===== config.mk =====
export PLATFORM = sky130hd
export DESIGN_NAME = svi_divider
export DESIGN_NICKNAME = d
export VERILOG_FILES = /design/src/hw/rtl/svi_pkg.sv /design/src/hw/rtl/svi_divider.sv
export SDC_FILE = /design/constraint.sdc
export NUM_CORES = 1
export LEC_CHECK = 0
export ABC_AREA = 1
export BUFFER_PORTS_ARGS = -buffer_cell sky130_fd_sc_hd__buf_4
export CORE_ASPECT_RATIO = 0.8
export CORE_MARGIN = 5
export CORE_UTILIZATION = 55
export CTS_CLUSTER_SIZE = 30
export DETAILED_ROUTE_END_ITERATION = 7
export PLACE_DENSITY = 0.76
export RECOVER_POWER = 50
export SYNTH_ARGS = -nofsm -noshare
export SYNTH_HDL_FRONTEND = slang
export SYNTH_SLANG_ARGS = --single-unit

===== constraint.sdc =====
create_clock -name clock -period 6.8 [get_ports clock]
set_input_delay 0.68 -clock clock [delete_from_list [all_inputs] [get_ports clock]]
set_output_delay 0.68 -clock clock [all_outputs]
set_load 0.02 [all_outputs]

===== src/hw/rtl/svi_pkg.sv =====
// ----------------------------------------------------------------------------
// Sprite velocity integrator package
// Widths, codes and saturating helpers shared by the integrator files.
// ----------------------------------------------------------------------------
package svi_pkg;

   localparam int VALUE_W       = 32;
   localparam int DELTA_W       = 16;
   localparam int DELTA_FRAC    = 16;
   localparam int FRAC_BITS_DEF = 16;
   localparam int OPCODE_W      = 2;

   localparam int CSR_ADDR_W = 5;
   localparam int CSR_DATA_W = 32;
   localparam int REG_IDX_W  = 3;

   localparam logic [OPCODE_W-1:0] OP_TICK    = 2'd0;
   localparam logic [OPCODE_W-1:0] OP_FORCE   = 2'd1;
   localparam logic [OPCODE_W-1:0] OP_IMPULSE = 2'd2;

   localparam logic [REG_IDX_W-1:0] REG_MODE      = 3'd0;
   localparam logic [REG_IDX_W-1:0] REG_GRAV_EN   = 3'd1;
   localparam logic [REG_IDX_W-1:0] REG_GRAV_ACC  = 3'd2;
   localparam logic [REG_IDX_W-1:0] REG_GRAV_FAC  = 3'd3;
   localparam logic [REG_IDX_W-1:0] REG_MASS      = 3'd4;
   localparam logic [REG_IDX_W-1:0] REG_DRAG      = 3'd5;
   localparam logic [REG_IDX_W-1:0] REG_FRICTION  = 3'd6;

   localparam logic signed [VALUE_W-1:0] VMAX = {1'b0, {(VALUE_W-1){1'b1}}};
   localparam logic signed [VALUE_W-1:0] VMIN = {1'b1, {(VALUE_W-1){1'b0}}};

   typedef enum logic [1:0] {
      MODE_NONE      = 2'd0,
      MODE_DYNAMIC   = 2'd1,
      MODE_KINEMATIC = 2'd2,
      MODE_STATIC    = 2'd3
   } phys_mode_type;

   typedef struct packed {
      logic               start;
      logic [VALUE_W-1:0] numer;
      logic [VALUE_W-1:0] denom;
   } div_cmd_type;

   typedef struct packed {
      logic             done;
      logic [VALUE_W:0] quot;
   } div_res_type;

   // Magnitude of a signed value; the most negative value maps to 2^(W-1).
   function automatic logic [VALUE_W-1:0] mag_of(input logic signed [VALUE_W-1:0] v);
      logic [VALUE_W-1:0] u;
      u = v;
      return v[VALUE_W-1] ? (~u + 1'b1) : u;
   endfunction

   // base +/- amount, saturated to the signed value range.
   function automatic logic signed [VALUE_W-1:0] sat_add(
      input logic signed [VALUE_W-1:0] base,
      input logic        [VALUE_W:0]   amount,
      input logic                      neg
   );
      logic signed [VALUE_W+1:0] wide_base;
      logic signed [VALUE_W+1:0] wide_amt;
      logic signed [VALUE_W+1:0] total;
      wide_base = (VALUE_W+2)'(base);
      wide_amt  = $signed({1'b0, amount});
      total     = neg ? (wide_base - wide_amt) : (wide_base + wide_amt);
      if (total > (VALUE_W+2)'(VMAX)) begin
         return VMAX;
      end else if (total < (VALUE_W+2)'(VMIN)) begin
         return VMIN;
      end
      return VALUE_W'(total);
   endfunction

endpackage


===== src/hw/rtl/svi_divider.sv =====
// ----------------------------------------------------------------------------
// Sprite velocity integrator divider
// Restoring divider, one quotient bit per cycle: round((numer << FRAC_BITS)
// / denom) to nearest, clipped to 2^VALUE_W.
// ----------------------------------------------------------------------------
module svi_divider #(
   parameter int FRAC_BITS = svi_pkg::FRAC_BITS_DEF
) (
   input  logic                 clock,
   input  logic                 reset,
   input  svi_pkg::div_cmd_type cmd,
   output svi_pkg::div_res_type res
);
   import svi_pkg::*;

   localparam int NUM_W = VALUE_W + FRAC_BITS;
   localparam int CNT_W = $clog2(NUM_W + 1);

   typedef enum logic [1:0] {
      DV_IDLE,
      DV_RUN,
      DV_ROUND
   } dv_state_type;

   dv_state_type       state_ff;
   logic [CNT_W-1:0]   cnt_ff;
   logic [NUM_W-1:0]   num_ff;
   logic [VALUE_W-1:0] rem_ff;
   logic [VALUE_W-1:0] den_ff;
   logic               done_ff;
   logic [VALUE_W:0]   quot_ff;

   logic [VALUE_W:0]   rem_shift_in;
   logic               ge_in;
   logic [VALUE_W-1:0] rem_in;
   logic               round_up_in;
   logic [NUM_W:0]     q_round_in;
   logic [VALUE_W:0]   quot_in;

   always_comb begin
      rem_shift_in = {rem_ff, num_ff[NUM_W-1]};
      ge_in        = (rem_shift_in >= {1'b0, den_ff});
      rem_in       = ge_in ? VALUE_W'(rem_shift_in - {1'b0, den_ff})
                           : VALUE_W'(rem_shift_in);
      // round half up on the remainder: 2*rem >= den
      round_up_in  = ({rem_ff, 1'b0} >= {1'b0, den_ff});
      q_round_in   = (NUM_W+1)'(num_ff) + (NUM_W+1)'(round_up_in);
      if (|q_round_in[NUM_W:VALUE_W]) begin
         quot_in = {1'b1, {VALUE_W{1'b0}}};
      end else begin
         quot_in = q_round_in[VALUE_W:0];
      end
   end

   always_ff @(posedge clock) begin
      if (reset) begin
         state_ff <= DV_IDLE;
         done_ff  <= 1'b0;
      end else begin
         done_ff <= 1'b0;
         case (state_ff)
            DV_IDLE: begin
               if (cmd.start) begin
                  num_ff   <= {cmd.numer, {FRAC_BITS{1'b0}}};
                  rem_ff   <= '0;
                  den_ff   <= cmd.denom;
                  cnt_ff   <= CNT_W'(NUM_W);
                  state_ff <= DV_RUN;
               end
            end
            DV_RUN: begin
               // quotient bits shift in behind the dividend bits
               num_ff <= {num_ff[NUM_W-2:0], ge_in};
               rem_ff <= rem_in;
               cnt_ff <= cnt_ff - 1'b1;
               if (cnt_ff == CNT_W'(1)) begin
                  state_ff <= DV_ROUND;
               end
            end
            DV_ROUND: begin
               quot_ff  <= quot_in;
               done_ff  <= 1'b1;
               state_ff <= DV_IDLE;
            end
            default: begin
               state_ff <= DV_IDLE;
            end
         endcase
      end
   end

   assign res.done = done_ff;
   assign res.quot = quot_ff;

endmodule


### Yosys cells after proc, flatten, opt, wreduce, memory -nomap -nowiden

Cells that the tools add are included.

* logic and storage cells: 36
* register bits after elaboration: 154
* output and inout port bits: 34

* $add $sub $neg: 3
* equality and inequality tests: 5
* reduce and logical (&&, ||, !) cells: 7
* mux-type cells: 11
* order comparisons: 2
* bitwise logic cells: 1

Operators with widths (number)
* 48-bit one-hot mux with 2 select lines: 1
* 33-bit by 32-bit >= comparator with 1-bit output: 2
* 32-bit two-way mux: 2
* 32-bit one-hot mux with 2 select lines: 1
* 48-bit by 1-bit adder with 49-bit output: 1
* 48-bit two-way mux: 1
* 32-bit subtractor: 1
* 17-bit OR reduction: 1
* 6-bit one-hot mux with 2 select lines: 1
* 6-bit by 1-bit == test with 1-bit output, second input constant: 1
* 6-bit two-way mux: 1
* 3-bit AND reduction: 2
* 6-bit by 1-bit subtractor with 6-bit output, second input constant: 1
* 2-bit two-way mux: 2
* 2-bit inequality test, second input constant: 2
* 2-bit one-hot mux with 2 select lines: 1
* 2-bit AND reduction: 2
* 2-bit by 1-bit == test with 1-bit output, second input constant: 1
* 2-bit == test, second input constant: 1
* 2-bit logical NOT: 1
* 2-bit nonzero test: 1
* 1-bit two-way mux: 1
* 1-bit inverter: 1

### Longest topological paths before layout

* depth after elaboration: 3
* depth in mapped cells: 28
* gate-level depth less buffers: 27

### Least setup slack after synthesis

No wires, ideal clock.

* path kind: input port to flip-flop
* start point: input port reset
* end point: register cnt_ff[0] (enable)
* setup slack: 1.218 ns
* setup time: 0.561 ns
* data arrival time: 5.021 ns
* required time: 6.239 ns
* stages: 3
* cells stage by stage: nor2_1 inv_1 a21oi_1

* longest elaborated chain between the ends: 2

Ends and longest elaborated chain
* start, declared: RTL line svi_divider.sv:10 `input logic reset,`
* 1-bit inverter (no source line)
* 3-bit AND reduction (no source line)
* end signal, assigned: RTL line svi_divider.sv:67 `cnt_ff <= CNT_W'(NUM_W);`
* end signal, assigned: RTL line svi_divider.sv:75 `cnt_ff <= cnt_ff - 1'b1;`
* end, declared: RTL line svi_divider.sv:26 `logic [CNT_W-1:0] cnt_ff;`

No other way between the ends.
A chain may end at the register's enable or synchronous reset.

### Worst setup path in the final report

* start point: input port reset
* end point: register num_ff[29] (enable)

* longest elaborated chain between the ends: 2

Ends and longest elaborated chain
* 1-bit inverter (no source line)
* 3-bit AND reduction (no source line)
* end signal, assigned: RTL line svi_divider.sv:64 `num_ff <= {cmd.numer, {FRAC_BITS{1'b0}}};`
* end signal, assigned: RTL line svi_divider.sv:73 `num_ff <= {num_ff[NUM_W-2:0], ge_in};`
* end, declared: RTL line svi_divider.sv:27 `logic [NUM_W-1:0] num_ff;`

No other way between the ends.

==> metrics.md <==
| Metric | Value |
|---|---|
| CP arrival | 5060 ps |
| Max cap viols | 5 |
| Final setup violation count | 0 |
| CTS hold repair buffers | 0 |
| Num ports | 101 |
| Avg Cell Area, Syn | 7.91 µm² |
| Cts repair resizes | 0 |
| Crit start category | input pin |
| Kind of critical path | in -> reg |
| Clock latency at the later pin of the worst-skew pair | 430 ps |
| VDD IR-drop max | 0.000146 V |
| Post-detail-place hpwl | 21.2 mm |
| Total CTS buffers | 17 |
| Synth async-reset ratio | 0% |
| Total global-route track usage | 26.9% |
| Least-Margin Pin Slew | 4850 ps |
| CTS Buffer Depth | 2 |
| H-tree depth | 4 |
| Initial DRC Count | 842 |
| Hold Path Class | in -> reg |
| DIE AREA | 20,800 µm² |
| Cells along the critical path | buf_4 > nor2_1 > inv_1 > a21oi_1 > clkbuf_1 |
| FF+latch count, synth | 154 |
| Ys flop type | edfxtp_1 |
| Routability cong. | 0.995 |
| R2r setup slk | 1670 ps |
| Worst Setup Slack, final | 1650 ps |
| Final min period | 5150 ps |
| Initial antenna violation count | 0 |
| CTS tree | done |
| Setup bufs post-CTS | 0 |
| Clk slew on worst S/H paths | 60 ps |
| Final cycle utilization of the critical path | 75.8% |
| Root Buffer | clkbuf_16 |
| Yosys cell types | 33 |
| Final wirelength | 27.8 mm |
| Rel. slew slack | -223% |
| DRT antenna net count | 0 |
| Post-place setup slack | 2070 ps |
| Area of the mapped netlist | 9880 µm² |
| Pwr Density | 220 nW/µm² |
| Core region area | 17,500 µm² |
| Yosys warnings | 0 |
| Failing checks | max-capacitance violations, max-slew violations |
| Proportion of layout cells with a drive suffix above 1 | 11.3% |
| CTS Sinks | 154 |
| Port bufs | 100 |
| Final Max Slew Viols | 256 |
| DR pass1 iterations | 5 |
| CP required | 6710 ps |
| Area added between synthesis and finish | 14.0% |
| EDFF count, synth | 151 |
| DR vias/cell | 5.43 |
| Slowest stage delay, CP | 3460 ps |
| Starting density of the core | 56.5% |
| GRT Residual Overflow | 0 |
| DRC viols | 0 |
| Diode count | 0 |
| Buf/Inv on CP | 3 |
| Top cells by area, synth | edfxtp_1 (46%), nand2_1 (14%), nor2_1 (8.2%), inv_1 (6.2%), ha_1 (4.6%) |
| Unrepaired setup endpoints after global routing | no |
| Total negative slack | 0 ps |
| Total leakage power | 4.87 nW |
| Outcome | finished with violations |
| Drt wl/cell | 17.5 µm |
| Vias in the first global route | 7,931 |
| Fin nets | 1,456 |
| Synth top cells by count | nand2_1 (358), nor2_1 (215), inv_1 (162) |
| Worst Skew | 12.2 ps |
| Die H | 130 µm |
| Post-Syn Nets | 1,353 |
| Synth Instances | 1,249 |
| Fin. Hold Viols | 0 |
| First-pass GRT wire length | 43.2 mm |
| Vias | 8,630 |
| Register area share after synthesis | 46.5% |
| Critical-path maximum fanout | 79 |
| Pin count of the biggest net entering global routing | 80 |
| Area leader, netlist | edfxtp_1 |
| Yosys top cell area share | 45.9% |
| Chip width | 160 µm |
| CP Capture Type | flop |
| Most common cell in the netlist | nand2_1 |
| Fmax | 194 MHz |
| Kind of cell adding the most delay to the critical path | buffers and inverters |
| Slowest CP cell | clkbuf_1 |
| Rows | 43 |
## layout make-up
cell class	count	area, µm²
fillers	1600	6220
flip-flops and latches	154	4590
multi-input cells	906	4540
repair buffers	106	649
inverters	167	627
clock buffers	17	425
well taps	225	282
clock inverters	15	140
## per-layer routing
metal	part of all wire, %	track usage [%]
met1	51	42.7
met2	39	36.3
met3	9.8	8.30
met4	0.78	4.75
met5	0	0
## final timing paths
path | from | to | depth (start not counted)
min | reset | done_ff | 2
min reg2reg | state_ff[1] | done_ff | 2
max reg2reg | state_ff[1] | num_ff[29] | 4
max | reset | num_ff[29] | 5
## flip-flops by register name, summed over array words and instances, names as in the netlist
name / cells
quot_ff: 33
rem_ff: 32
num_ff: 48
state_ff: 2
cnt_ff: 6
done_ff: 1
den_ff: 32
## stage by stage
step	hold WS [ps]	cell area, µm²	std cells	power, mW	util [%]
4_1_cts	404	11400	1590	2.48	65.4
3_3_place_gp	535	10900	1558	1.55	62.1
3_5_place_dp	543	10900	1558	1.56	62.1
5_1_grt	409	11300	1590	2.60	64.4
2_1_floorplan	453	9880	1249	1.43	-
6_report	421	11300	1590	2.48	64.4
## placed cells by master (no fill, tap or decap), types with 2 or more instances in the layout
| master | count |
|---|---|
| nand2_1 | 358 |
| nor2_1 | 214 |
| inv_1 | 162 |
| edfxtp_1 | 151 |
| o21ai_0 | 59 |
| nand3_1 | 53 |
| a21oi_1 | 46 |
| clkbuf_1 | 39 |
| ha_1 | 36 |
| buf_4 | 36 |
| clkbuf_4 | 31 |
| nor2_4 | 27 |
| xor2_1 | 27 |
| nand4_1 | 23 |
| xnor2_1 | 18 |
| clkbuf_16 | 17 |
| nor2_2 | 13 |
| nor3_1 | 12 |
| inv_2 | 5 |
| inv_6 | 5 |
| nand2_2 | 4 |
| nand3_2 | 3 |
| clkinv_4 | 3 |
| dfxtp_1 | 3 |
| nand3b_1 | 2 |
| o211ai_1 | 2 |
| or2_2 | 2 |
| clkinv_2 | 2 |
| clkinvlp_4 | 2 |
## report_power, final
group / switching [mW] / leakage [nW] / internal, mW
combinational: 0.271 / 3.16 / 0.142
clock: 0.419 / 0.274 / 0.511
sequential: 0.0350 / 1.44 / 1.10
total: 0.725 / 4.87 / 1.76
## logic make-up after synthesis
group / after synthesis / synth area share (%)
xor gates and xnor gates: 45 / 3.99
AOI/OAI and AO/OA: 109 / 5.62
DFF: 154 / 46.5
buffers and inverters: 189 / 7.52
adders and majority gates: 37 / 4.76
and+or+nand+nor: 715 / 31.6
Note: power is estimated with default switching activity, not from simulation.
